`src/hdl/iptc_pkg.sv`:
```
// Package for the inverted page table clock core: widths, codes, entry type.
// No dependencies.
package iptc_pkg;
	localparam int FRAMES = 256;
	localparam int PAGE_SHIFT = 12;
	localparam int IDX_W = $clog2(FRAMES);
	localparam int SIZE_W = IDX_W + 1;

	localparam logic [1:0] CMD_XLATE = 2'd0;
	localparam logic [1:0] CMD_RELEASE = 2'd1;
	localparam logic [1:0] CMD_FREE = 2'd2;
	localparam logic [1:0] CMD_NONE = 2'd3;

	localparam logic [2:0] ST_HIT = 3'd0;
	localparam logic [2:0] ST_LOAD_FREE = 3'd1;
	localparam logic [2:0] ST_LOAD_EVICT = 3'd2;
	localparam logic [2:0] ST_NO_FRAME = 3'd3;
	localparam logic [2:0] ST_RELEASED = 3'd4;
	localparam logic [2:0] ST_NOT_FOUND = 3'd5;
	localparam logic [2:0] ST_FREED = 3'd6;

	localparam logic CFG_BASE = 1'b0;
	localparam logic CFG_SIZE = 1'b1;

	typedef struct packed {
		logic        fref;
		logic        ftlb;
		logic        fvalid;
		logic [9:0]  pid;
		logic [19:0] vpage;
	} entry_t;

	typedef struct packed {
		logic [2:0]  status;
		logic [31:0] paddr;
		logic [7:0]  frame;
		logic        load_request;
		logic        evict_valid;
		logic [19:0] evict_vpage;
		logic [9:0]  evict_pid;
		logic        tlb_flag_missing;
		logic [8:0]  freed_count;
	} result_t;

	typedef struct packed {
		logic             we;
		logic [IDX_W-1:0] waddr;
		entry_t           wdata;
		logic [IDX_W-1:0] raddr;
	} mem_ctl_t;
endpackage

```
`src/hdl/iptc_seq.sv`:
```
// Sequencer: walks the entry RAM for lookup, free, free-slot and clock passes.
// Depends on iptc_pkg and drives iptc_table_ram through mem_ctl_t.
module iptc_seq import iptc_pkg::*; (
	input  logic        clk,
	input  logic        arst_n,
	input  logic        start,
	input  logic [1:0]  cmd,
	input  logic [19:0] vpage,
	input  logic [9:0]  pid,
	input  logic [31:0] base_paddr,
	input  logic [8:0]  table_size,
	input  entry_t      rdata,
	output mem_ctl_t    ctl,
	output logic        busy,
	output logic        done,
	output result_t     res
);
	typedef enum logic [2:0] {
		S_CLEAR, S_IDLE, S_LOOK, S_FREE, S_SLOT, S_CLOCK, S_DONE
	} state_t;

	state_t state_q;
	logic [SIZE_W-1:0] size_q, cnt_q;
	logic [IDX_W-1:0] pos_q, hand_q, slot_q;
	logic slot_ok_q, rd_v_q;
	logic [1:0] cmd_q;
	logic [19:0] vp_q;
	logic [9:0] pid_q;
	logic [SIZE_W+1:0] steps_q;
	result_t res_q;
	logic [IDX_W-1:0] rd_idx_q;
	logic [SIZE_W-1:0] used;
	mem_ctl_t ctl_d;

	always_comb begin
		used = table_size;
		if (table_size == '0) used = SIZE_W'(1);
		if (table_size > SIZE_W'(FRAMES)) used = SIZE_W'(FRAMES);
	end

	function automatic logic [31:0] faddr(input logic [31:0] b, input logic [IDX_W-1:0] i);
		faddr = b + (32'(i) << PAGE_SHIFT);
	endfunction

	function automatic logic [IDX_W-1:0] nxt(input logic [IDX_W-1:0] p,
			input logic [SIZE_W-1:0] s);
		nxt = (SIZE_W'(p) + SIZE_W'(1) >= s) ? '0 : p + IDX_W'(1);
	endfunction

	entry_t newe;
	assign newe = '{fref: 1'b0, ftlb: 1'b1, fvalid: 1'b1, pid: pid_q, vpage: vp_q};

	logic match;
	assign match = rdata.fvalid && rdata.pid == pid_q && rdata.vpage == vp_q;

	logic free_hit, last, victim, clk_exhausted, to_clock;
	logic [IDX_W-1:0] start_pos, pos_nx;
	assign free_hit = rdata.fvalid && rdata.pid == pid_q;
	assign last = SIZE_W'(pos_q) + SIZE_W'(1) >= size_q;
	assign victim = !rdata.ftlb && !rdata.fref;
	assign clk_exhausted = steps_q >= (SIZE_W+2)'(3) * (SIZE_W+2)'(size_q);
	assign start_pos = (SIZE_W'(hand_q) < size_q) ? hand_q : '0;
	assign pos_nx = nxt(pos_q, size_q);
	assign to_clock = state_q == S_LOOK && rd_v_q && !match && last &&
		cmd_q == CMD_XLATE && !slot_ok_q && rdata.fvalid;

	assign busy = state_q != S_IDLE;
	assign done = state_q == S_DONE;
	assign res = res_q;

	// RAM requests for the next cycle, registered into ctl; read data then passes the
	// RAM's registered read, so rd_v_q marks the cycles where rdata belongs to pos_q.
	always_comb begin
		ctl_d.we = 1'b0;
		ctl_d.waddr = pos_q;
		ctl_d.wdata = '0;
		ctl_d.raddr = ctl.raddr;
		case (state_q)
			S_CLEAR: begin
				ctl_d.we = 1'b1;
			end
			S_IDLE: begin
				if (start) ctl_d.raddr = '0;
			end
			S_LOOK, S_FREE: begin
				if (SIZE_W'(rd_idx_q) + SIZE_W'(1) < size_q) begin
					ctl_d.raddr = rd_idx_q + IDX_W'(1);
				end
				if (rd_v_q) begin
					if (state_q == S_FREE) begin
						ctl_d.we = free_hit;
					end else if (match) begin
						ctl_d.we = 1'b1;
						ctl_d.wdata = rdata;
						ctl_d.wdata.ftlb = cmd_q != CMD_RELEASE;
						ctl_d.wdata.fref = rdata.fref || cmd_q == CMD_RELEASE;
					end else if (to_clock) begin
						ctl_d.raddr = start_pos;
					end
				end
			end
			S_SLOT: begin
				ctl_d.we = 1'b1;
				ctl_d.waddr = slot_q;
				ctl_d.wdata = newe;
			end
			S_CLOCK: begin
				if (rd_v_q && !clk_exhausted) begin
					if (victim) begin
						ctl_d.we = 1'b1;
						ctl_d.wdata = newe;
					end else begin
						// clear the referenced flag as the hand passes, unless the entry's TLB flag is set
						if (!rdata.ftlb) begin
							ctl_d.we = 1'b1;
							ctl_d.wdata = rdata;
							ctl_d.wdata.fref = 1'b0;
						end
						ctl_d.raddr = pos_nx;
					end
				end
			end
			default: ;
		endcase
	end

	always_ff @(posedge clk or negedge arst_n) begin
		if (!arst_n) begin
			state_q <= S_CLEAR; size_q <= '0; cnt_q <= '0; pos_q <= '0; hand_q <= '0;
			slot_q <= '0; slot_ok_q <= 1'b0; rd_v_q <= 1'b0; cmd_q <= CMD_NONE;
			vp_q <= '0; pid_q <= '0; steps_q <= '0; res_q <= '0; rd_idx_q <= '0;
			ctl <= '0;
		end else begin
			ctl <= ctl_d;
			case (state_q)
				S_CLEAR: begin
					pos_q <= pos_q + IDX_W'(1);
					if (pos_q == IDX_W'(FRAMES-1)) begin
						state_q <= S_IDLE;
					end
				end
				S_IDLE: begin
					if (start) begin
						cmd_q <= cmd; vp_q <= vpage; pid_q <= pid; size_q <= used;
						res_q <= '0; cnt_q <= '0; slot_ok_q <= 1'b0;
						pos_q <= '0; rd_idx_q <= '0; rd_v_q <= 1'b0;
						state_q <= (cmd == CMD_FREE) ? S_FREE : S_LOOK;
					end
				end
				S_LOOK, S_FREE: begin
					rd_v_q <= !to_clock;
					if (SIZE_W'(rd_idx_q) + SIZE_W'(1) < size_q) begin
						rd_idx_q <= rd_idx_q + IDX_W'(1);
					end
					if (rd_v_q) begin
						if (state_q == S_FREE) begin
							if (last) begin
								res_q.status <= ST_FREED;
								res_q.freed_count <= 9'(cnt_q + SIZE_W'(free_hit));
								state_q <= S_DONE;
							end else begin
								cnt_q <= cnt_q + SIZE_W'(free_hit);
								pos_q <= pos_q + IDX_W'(1);
							end
						end else if (match) begin
							res_q.frame <= 8'(pos_q);
							if (cmd_q == CMD_RELEASE) begin
								res_q.status <= ST_RELEASED;
								res_q.tlb_flag_missing <= !rdata.ftlb;
							end else begin
								res_q.status <= ST_HIT;
								res_q.paddr <= faddr(base_paddr, pos_q);
							end
							state_q <= S_DONE;
						end else if (last) begin
							if (cmd_q == CMD_RELEASE) begin
								res_q.status <= ST_NOT_FOUND;
								state_q <= S_DONE;
							end else if (slot_ok_q || !rdata.fvalid) begin
								state_q <= S_SLOT;
								if (!slot_ok_q) slot_q <= pos_q;
							end else begin
								state_q <= S_CLOCK;
								pos_q <= start_pos;
								steps_q <= '0;
							end
						end else begin
							if (!rdata.fvalid && !slot_ok_q) begin
								slot_ok_q <= 1'b1; slot_q <= pos_q;
							end
							pos_q <= pos_q + IDX_W'(1);
						end
					end
				end
				S_SLOT: begin
					res_q.status <= ST_LOAD_FREE; res_q.frame <= 8'(slot_q);
					res_q.paddr <= faddr(base_paddr, slot_q); res_q.load_request <= 1'b1;
					state_q <= S_DONE;
				end
				S_CLOCK: begin
					// one entry at a time: read, then decide and write back
					rd_v_q <= !rd_v_q;
					if (rd_v_q) begin
						if (clk_exhausted) begin
							res_q.status <= ST_NO_FRAME;
							state_q <= S_DONE;
						end else if (victim) begin
							res_q.status <= ST_LOAD_EVICT; res_q.frame <= 8'(pos_q);
							res_q.paddr <= faddr(base_paddr, pos_q);
							res_q.load_request <= 1'b1;
							res_q.evict_valid <= rdata.fvalid;
							if (rdata.fvalid) begin
								res_q.evict_vpage <= rdata.vpage;
								res_q.evict_pid <= rdata.pid;
							end
							hand_q <= pos_nx;
							state_q <= S_DONE;
						end else begin
							steps_q <= steps_q + (SIZE_W+2)'(1);
							pos_q <= pos_nx;
						end
					end
				end
				S_DONE: begin
					state_q <= S_IDLE;
				end
				default: state_q <= S_IDLE;
			endcase
		end
	end
endmodule

```
`config.mk`:
```
export PLATFORM = sky130hd
export DESIGN_NAME = iptc_seq
export DESIGN_NICKNAME = d
export VERILOG_FILES = /design/src/hdl/iptc_pkg.sv /design/src/hdl/iptc_seq.sv
export SDC_FILE = /design/constraint.sdc
export NUM_CORES = 1
export LEC_CHECK = 0
export ABC_CLOCK_PERIOD_IN_PS = 4000
export BUFFER_PORTS_ARGS = -buffer_cell sky130_fd_sc_hd__buf_2
export CAP_MARGIN = 15
export CORE_MARGIN = 3
export CORE_UTILIZATION = 51
export CTS_CLUSTER_SIZE = 28
export DETAILED_ROUTE_END_ITERATION = 10
export PLACE_DENSITY = 0.73
export SYNTH_ARGS = -nofsm -noshare
export SYNTH_HDL_FRONTEND = slang
export SYNTH_SLANG_ARGS = --single-unit
```
`constraint.sdc`:
```
create_clock -name clk -period 4 [get_ports clk]
set_input_delay 0.8 -clock clk [delete_from_list [all_inputs] [get_ports clk]]
set_output_delay 0.8 -clock clk [all_outputs]
set_load 0.03 [all_outputs]
```
Word level (Yosys, flattened, before mapping) --
Cells that the tools add are included.
Word-level totals: word-level logic and storage cells 248, output and inout bits 137, bits in registers 233, bits of input ports 109
Cells by class: bitwise gates (word level) 3, $add $sub $neg 8, reductions and logical operators 53, $lt $le $gt $ge 5, equal/unequal tests 44, $mul 1, muxes and demuxes 104
Operators with widths (count):
- $mux W8 | 23
- $pmux W43 S4 | 1
- $mux W75 | 2
- $mux W41 | 3
- $mux W11 | 9
- $pmux W33 S3 | 1
- $mux W85 | 1
- $mux W40 | 2
- $mux W72 | 1
- $mux W9 | 8
- $add A32 B20 Y32 | 2
- $mux W32 | 2
- $pmux W31 S2 | 1
- $mux W3 | 16
- $ne A2 B2 Y1 const B | 22
- $mux W43 | 1
- $mux W33 | 1
- $pmux W8 S4 | 1
- $mux W31 | 1
- $mux W30 | 1
- $pmux W8 S3 | 1
- $reduce_and A8 Y1 | 3
- $pmux W11 S2 | 1
- $ne A3 B3 Y1 const B | 7
- other kinds (49) | 107

Depth between registers and ports, before layout --
Gate-level depths: netlist of the first run.
depth in word-level cells 14, mapped depth 18, depth with buffers taken out 16

Least setup slack after synthesis of the first run --
No wires, ideal clock.
kind reg-to-reg, start reg size_q[0], end reg pos_q[1], data arrival time 3.929 ns, library setup time 0.125 ns, slack -0.054 ns, path buffers 1, data required time 3.875 ns, clock period less this slack 4.054 ns, stages on the path, launching flop included 18, cells stage by stage dfrtp_1 -> ha_1 -> fa_1 -> a21o_1 -> a21oi_1 -> o21bai_1 -> a21oi_1 -> o21ai_0 -> xnor2_1 -> ha_1 -> a2111oi_4 -> o211ai_1 -> a211oi_2 -> nor2_1 -> a221o_1 -> or2_1 -> buf_6 -> mux2_4
On the way: longest elaborated chain between the ends 9, elaborated cells on any way between the ends 21, those cells by class mul (1); order compare (3); eq/ne (4); mux (12); reduce/logical (1)
RTL lines:
- start, declared | RTL line iptc_seq.sv:23 | logic [SIZE_W-1:0] size_q, cnt_q;
- start signal, assigned | RTL line iptc_seq.sv:144 | cmd_q <= cmd; vp_q <= vpage; pid_q <= pid; size_q <= used;
- parallel branches: the longest is 9 deep, another holds $mul A2 B9 Y11
- end signal, assigned | RTL line iptc_seq.sv:137 | pos_q <= pos_q + IDX_W'(1);
- end signal, assigned | RTL line iptc_seq.sv:163 | pos_q <= pos_q + IDX_W'(1);
- end signal, assigned | RTL line iptc_seq.sv:184 | pos_q <= start_pos;
- end, declared | RTL line iptc_seq.sv:24 | logic [IDX_W-1:0] pos_q, hand_q, slot_q;
Parallel ways; which one is timed is not known. The select of a mux whose other input is x is not followed. A chain may end at the register's enable or synchronous reset.

Worst setup path in the final report of the first run --
start reg size_q[1], end reg pos_q[6]
Same word-level chain as after synthesis.

==> impl_metrics.json, run 1 <==
{
  "synth_area_leaders": "dfrtp_1 44%, ha_1 6.5%, a22o_1 5.3%",
  "drtPass1Iterations": 7,
  "finalCritPeriodShare_pct": 98.9,
  "grt_max_degree": 79,
  "cp_top_family": "compound AO/OA/AOI/OAI gates",
  "synth_top_cells_by_count": "231 x dfrtp_1, 148 x nand2_1, 87 x a21oi_1",
  "cts-root-buf": "clkbuf_16",
  "yosysWarnings": 0,
  "final_util_pct": 63.9,
  "synthesis.nets": 1510,
  "hold_violations": 0,
  "syn-cell-area_um2": 13200,
  "hp-class": "in -> async",
  "ant_nets": 0,
  "drv_slew": 0,
  "clock_sinks": 233,
  "post_drt_via_cell_ratio": 6.06,
  "syn_area_per_cell_um2": 9.90,
  "synth_top_area_share_pct": 43.9,
  "end_kind": "flop",
  "fill_cells": 2101,
  "worstMarginPinSlew_ns": 1.20,
  "async_reset_ff_share_pct": 100,
  "drive_gt1_share_pct": 27.7,
  "wire_per_inst_um": 20.3,
  "clkTransAtPathRegs_ns": 0.07,
  "crit_path_start_kind": "flop",
  "setup_slack_ns": 0.0436,
  "synth-seq-cells": 233,
  "pwr-share-comb_pct": 50.0,
  "worstPathArrival_ns": 4.41,
  "syn2layout_area_growth_pct": 22.5,
  "yosys.cell_count.top_type": "dfrtp_1",
  "cp_num_buf_inv": 1,
  "postRouteWirelength_um": 39700,
  "cts_made_buffers": 26,
  "crit_required_ns": 4.46,
  "num_rows": 58,
  "cp_slowest_cell": "dfrtp_1",
  "synth_edf_count": 0,
  "route.vias.total": 11800,
  "internal_power_mw": 6.91,
  "place_congestion": 0.912,
  "fin_area_um2": 16100,
  "p_leak_nw": 7.89,
  "p_clk_share_pct": 21.5,
  "swShare_pct": 43.8,
  "post-dp-hpwl_um": 29100,
  "period_needed_ns": 3.96,
  "synthCells": 1330,
  "portBuffers": 245,
  "rsz0062_at_grt": "yes",
  "post-place-ws_ns": -0.0832,
  "clock_skew_ns": 0.0285,
  "synth_top_area_cell": "dfrtp_1",
  "crit_chain": "ha_2, fa_2, a21o_1, a21oi_2, o21bai_1, a21oi_2, o21ai_2, xnor2_2, ha_2, a2111oi_4, o211ai_1, a211oi_2, nor2_2, a221o_1, buf_6, or3_4, o22ai_2",
  "maxCapViolations": 0,
  "die-area_um2": 27800,
  "setup_tns_ns": 0,
  "fmax_mhz": 253,
  "die_w_um": 167,
  "ir_worst_vdd_mv": 0.468,
  "pwr-share-seq_pct": 28.4,
  "start_util_pct": 52.2,
  "ys_types": 79,
  "path_max_fanout": 5,
  "h-tree-depth": 1,
  "die_h_um": 167,
  "place_area_um2": 15000,
  "ios": 246,
  "core_area_um2": 25300,
  "slowest_delay_ns": 0.41,
  "drc": 0,
  "grt_pass1_wl_um": 62500,
  "cts_tree": "done",
  "ys.flop_type": "dfrtp_1",
  "worstSetupPathType": "reg -> reg",
  "final-setup-viol-count": 0,
  "pwr_density_cell_nw_per_um2": 763,
  "seqCellArea_um2": 5830,
  "fin_nets": 1777,
  "grt_overflow": 0,
  "grt_pass1_vias": 11400,
  "antenna_found_initial": 3,
  "grt_usage_pct": 27.5,
  "slew_headroom_pct": 19.1,
  "power.switching_mw": 5.40,
  "clk_latency_ns": 0.55,
  "clockBufferDepth": 3,
  "ys_seq_area_share_pct": 44.3,
  "drtIter0Drc": 1014,
  "status": "finished clean",
  "multi_input_area_um2": 7030
}
[worst reg2reg max path, stage by stage, from the launching register on]
cell and delay, ns:
dfrtp_1 0.41, ha_2 0.21, fa_2 0.33, a21o_1 0.17
a21oi_2 0.13, o21bai_1 0.12, a21oi_2 0.19, o21ai_2 0.08
xnor2_2 0.14, ha_2 0.20, a2111oi_4 0.31, o211ai_1 0.16
a211oi_2 0.30, nor2_2 0.07, a221o_1 0.38, buf_6 0.15
or3_4 0.37, o22ai_2 0.15
[worst paths after layout]
check	endpoint	slack [ns]	cells past startpoint	startpoint
min	steps_q[1]	0.24	1	arst_n
max reg2reg	pos_q[6]	0.04	17	size_q[1]
min reg2reg	res[79]	0.47	1	res[79]
max	pos_q[6]	0.04	17	size_q[1]
min in group clk	res[79]	0.47	1	res[79]
max in group asynchronous	res[79]	2.81	2	arst_n
[through the flow]
stage | hold WS (ns) | total power, mW | instances
finish | 0.241 | 12.3 | 1951
global route | 0.276 | 13.1 | 1949
CTS | 0.247 | 12.1 | 1941
detailed placement | 0.468 | 9.41 | 1893
global placement | 0.457 | 9.27 | 1893
floorplan | 0.475 | 7.51 | 1330
[power by group through the flow]
| stage | Sequential, mW | Clock [mW] | Combinational [mW] |
|---|---|---|---|
| 2_1_floorplan | 3.87 | 0 | 3.64 |
| 3_3_place_gp | 3.49 | 0 | 5.78 |
| 3_5_place_dp | 3.51 | 0 | 5.90 |
| 4_1_cts | 3.48 | 2.69 | 5.93 |
| 5_1_grt | 3.56 | 2.80 | 6.71 |
| 6_report | 3.50 | 2.65 | 6.16 |
[registers in the layout (all words and copies together), names as in the netlist]
signal,flops
cmd_q,2
cnt_q,9
ctl,50
hand_q,8
pid_q,10
pos_q,8
rd_idx_q,8
rd_v_q,1
res,85
size_q,9
slot_ok_q,1
slot_q,8
state_q,3
steps_q,11
vp_q,20
[routing by layer]
metal | up-vias | wire length [um] | global-route usage [%]
met5 | - | 7 | 0
met4 | 2 | 1120 | 7.71
met3 | 76 | 3680 | 6.41
met2 | 558 | 18300 | 44.8
met1 | 5737 | 16600 | 37.3
li1 | 5453 | - | -
[timing repair]
action / 4_1_cts / 5_1_grt
hold buffers: 0 / 0
endpoints found under the setup margin: 6 / 141
pin swaps: 1 / 15
cloned: 0 / 0
resized for setup: 1 / 22
buffers inserted: 0 / 6
endpoints found under the hold margin: 0 / 0
[logic make-up (layout without fill, tap and decap cells)]
kind of cell | after synthesis | in the layout | synth area share [%]
AOI/OAI and AO/OA | 413 | 413 | 21.4
xor gates and xnor gates | 61 | 61 | 4.06
adders and majority gates | 71 | 71 | 6.91
buffers and inverters | 105 | 392 | 3.24
DFF | 233 | 233 | 44.3
muxes | 79 | 79 | 6.72
other | 0 | 4 | 0
and+or+nand+nor | 368 | 368 | 13.4
[placed cells by master, fill, tap and decap left out, drive strengths merged, types with 15 or more instances in the layout]
cell type,instances
buf,302
dfrtp,231
nand2,148
o21ai,104
a21oi,88
a22o,80
ha,68
mux2,63
nor2,61
inv,42
clkbuf,38
xor2,36
nand3,34
xnor2,25
o31ai,23
nor3,23
nand2b,18
mux2i,16
o22ai,15
[cell type report]
type,count,share of cell area [%]
timing repair buffer,302,10.7
sequential,233,36.1
clock buffer,38,4.99
multi-input combinational,992,43.5
antenna,4,0.0620
inverter,42,0.977
tap,330,2.56
clock inverter,10,1.02
Note: power is estimated with default switching activity, not from simulation.
==> run 2, diff against run 1 <==
--- a/config.mk
+++ b/config.mk
@@ -7,2 +7,3 @@
 export LEC_CHECK = 0
+export ABC_AREA = 1
 export ABC_CLOCK_PERIOD_IN_PS = 4000
@@ -11,5 +12,6 @@
 export CORE_MARGIN = 3
-export CORE_UTILIZATION = 51
+export CORE_UTILIZATION = 52
 export CTS_CLUSTER_SIZE = 28
 export DETAILED_ROUTE_END_ITERATION = 10
+export GPL_ROUTABILITY_DRIVEN = 0
 export PLACE_DENSITY = 0.73
==> constraint.sdc (replaced) <==
create_clock -name clk -period 4 [get_ports clk]
set_input_delay 0.2 -clock clk [delete_from_list [all_inputs] [get_ports clk]]
set_output_delay 0.2 -clock clk [all_outputs]
set_load 0.03 [all_outputs]
==> run 2 against run 1 <==
Utilization rose by 2.3 points; first-iteration DRC count rose by 55%; global-route usage up 2.4 points; largest cell class unchanged.
==> impl_metrics.json, run 2 <==
{
  "status": "finished clean",
  "crit_end": "ctl[31]",
  "fill_cells": 2398,
  "finalCritPeriodShare_pct": 98.1,
  "synth_top_area_share_pct": 38.5,
  "drc": 0,
  "internal_power_mw": 3.88,
  "synth_top_cells_by_count": "553 x nand2_1, 270 x inv_1, 231 x dfrtp_1",
  "final-setup-viol-count": 0,
  "period_needed_ns": 3.92,
  "ys_seq_area_share_pct": 38.9,
  "ys_types": 56,
  "cp_slowest_cell": "dfrtp_1",
  "worstMarginPinSlew_ns": 1.19,
  "antenna_cells": 0,
  "synthCells": 2083,
  "p_leak_nw": 9.56,
  "post-dp-hpwl_um": 33000,
  "layout_commonest_cell": "nand2_1",
  "clock_sinks": 233,
  "p_total_mw": 5.07,
  "antenna_found_initial": 0,
  "drtPass1Iterations": 5,
  "fmax_mhz": 255,
  "hp-class": "in -> reg",
  "slowest_delay_ns": 0.43,
  "start_util_pct": 53.4,
  "postRouteWirelength_um": 48600,
  "ys.flop_type": "dfrtp_1",
  "clock_skew_ns": 0.0264,
  "worstPathArrival_ns": 4.36,
  "setup_slack_ns": 0.0754,
  "crit_top_cell": "nand2_1",
  "worstSetupPathType": "reg -> reg",
  "clkTransAtPathRegs_ns": 0.06,
  "ir_worst_vdd_mv": 0.271,
  "fin_nets": 2574,
  "swShare_pct": 23.5,
  "dp.cells": 2649,
  "drtIter0Drc": 1567,
  "timing.rr.end": "ctl[31]",
  "die-area_um2": 30900,
  "ff2ff_path_depth": 22,
  "pwr-share-comb_pct": 7.1,
  "fin_cells": 2789,
  "crit_chain": "ha_2, fa_2, nand3_2, nand2_1, nand2_1, nand2_1, a21oi_2, inv_1, a21oi_2, nor2_1, nor2_1, xor2_1, ha_1, nand2_2, o21a_1, nand4_1, buf_4, nor2_4, buf_12, clkbuf_16, nand3_1, a31oi_1",
  "h-tree-depth": 1,
  "die_h_um": 176,
  "yosysWarnings": 0,
  "drive_gt1_share_pct": 16.8,
  "grt_pass1_vias": 15000,
  "pwr_density_cell_nw_per_um2": 273,
  "cts_made_buffers": 27,
  "pwr-share-seq_pct": 46.5,
  "power.switching_mw": 1.19,
  "grt_usage_pct": 30.0,
  "cts-root-buf": "clkbuf_16",
  "timing.hold.ws_ns": 0.0273,
  "synth_top_area_cell": "dfrtp_1",
  "cp-startpoint": "size_q[1]",
  "syn2layout_area_growth_pct": 23.9,
  "p_clk_share_pct": 46.4,
  "synthesis.nets": 2263,
  "regToRegStartpoint": "size_q[1]",
  "ant_nets": 0,
  "syn_area_per_cell_um2": 7.21,
  "post_drt_via_cell_ratio": 5.66,
  "synth_area_leaders": "dfrtp_1 39%, nand2_1 14%, inv_1 6.8%",
  "slew_headroom_pct": 20.5,
  "grt_max_degree": 109,
  "cts_tree": "done",
  "grt_pass1_wl_um": 75900,
  "async_reset_ff_share_pct": 100,
  "grt_overflow": 0,
  "hold_violations": 0,
  "num_rows": 61,
  "wire_per_inst_um": 17.4,
  "final_util_pct": 66.2,
  "clk_latency_ns": 0.55,
  "synth-seq-cells": 233,
  "ios": 246,
  "drv_slew": 0,
  "reg2reg_slack_ns": 0.08,
  "portBuffers": 245,
  "largest_reg_flops": 85,
  "route.vias.total": 15800,
  "path_max_fanout": 15,
  "synth_edf_count": 0,
  "crit_required_ns": 4.43,
  "die_w_um": 176,
  "crit_path_start_kind": "flop",
  "syn-cell-area_um2": 15000,
  "post-place-ws_ns": -0.0850,
  "rsz0062_at_grt": "yes",
  "maxCapViolations": 0,
  "yosys.cell_count.top_type": "nand2_1",
  "core_area_um2": 28100,
  "final_cell_mix": "551 x nand2_1, 269 x inv_1, 244 x buf_2, 231 x dfrtp_1, 157 x o21ai_0",
  "clockBufferDepth": 3,
  "end_kind": "flop"
}
==> run 2: layout make-up <==
type                            count  area [um^2]  share of cell area (%)
Multi-Input combinational cell   1485         7940                    42.7
Sequential cell                   233         5830                    31.4
Timing Repair Buffer              364         2460                    13.2
Inverter                          283         1060                    5.73
Clock buffer                       42          772                    4.15
Tap cell                          378          473                    2.54
Clock inverter                      4         51.3                   0.276
==> run 2: logic make-up after synthesis <==
family | share of synthesized area (%)
compound gates | 14.3
xor+xnor | 1.81
simple gates | 29.4
fa+ha+maj | 6.07
flops | 38.9
buf+inv | 9.59
==> run 2: power groups by stage <==
stage	logic, mW	clock network [mW]	registers, mW
finish	0.359	2.35	2.36
detailed placement	0.291	0	2.40
global placement	0.286	0	2.40
floorplan	0.127	0	2.40
global route	0.398	2.48	2.36
CTS	0.351	2.38	2.36
==> run 2: stage by stage <==
step                      instance area [um^2]  TNS, ns
after detailed placement                 16600   -0.571
after floorplan                          15000        0
after global placement                   16600        0
after CTS                                18300        0
final                                    18600        0
after global routing                     18600    -4.45
==> run 2: worst max-delay path, delay by kind of cell (launching register included) <==
kind	cells	cell delay, ns
DFF	1	0.43
and+or+nand+nor	10	1.02
buffers and inverters	4	0.65
adders and majority gates	3	0.85
xor gates and xnor gates	1	0.17
AOI/OAI and AO/OA	4	0.68
==> run 2: worst min-delay path by stage <==
stage,start,end,slack (ns),cells after the start
2_1_floorplan,arst_n,cnt_q[0],-0.1,0
3_3_place_gp,arst_n,size_q[4],0.22,1
3_5_place_dp,arst_n,size_q[3],0.22,1
4_1_cts,rdata[26],res[16],0.007,3
5_1_grt,rdata[26],ctl[34],0.02,3
6_report,rdata[7],res[27],0.03,3
==> run 2: per-layer routing <==
| metal | GRT usage (%) | routed length [um] | vias to the layer above | share of wire (%) |
|---|---|---|---|---|
| li1 | - | - | 7494 | - |
| met1 | 39.0 | 19600 | 7351 | 40 |
| met2 | 51.3 | 23200 | 816 | 48 |
| met3 | 5.08 | 4400 | 120 | 9.0 |
| met4 | 9.14 | 1500 | 0 | 3.1 |
| met5 | 0 | 0 | - | 0 |
==> run 2: what timing repair did <==
item / 4_1_cts / 5_1_grt
gates resized for setup: 3 / 40
endpoints found under the hold margin: 159 / 0
pin swaps: 1 / 11
setup endpoints to repair: 10 / 145
hold buffers: 79 / 0
cloned: 0 / 4
buffers inserted: 2 / 9
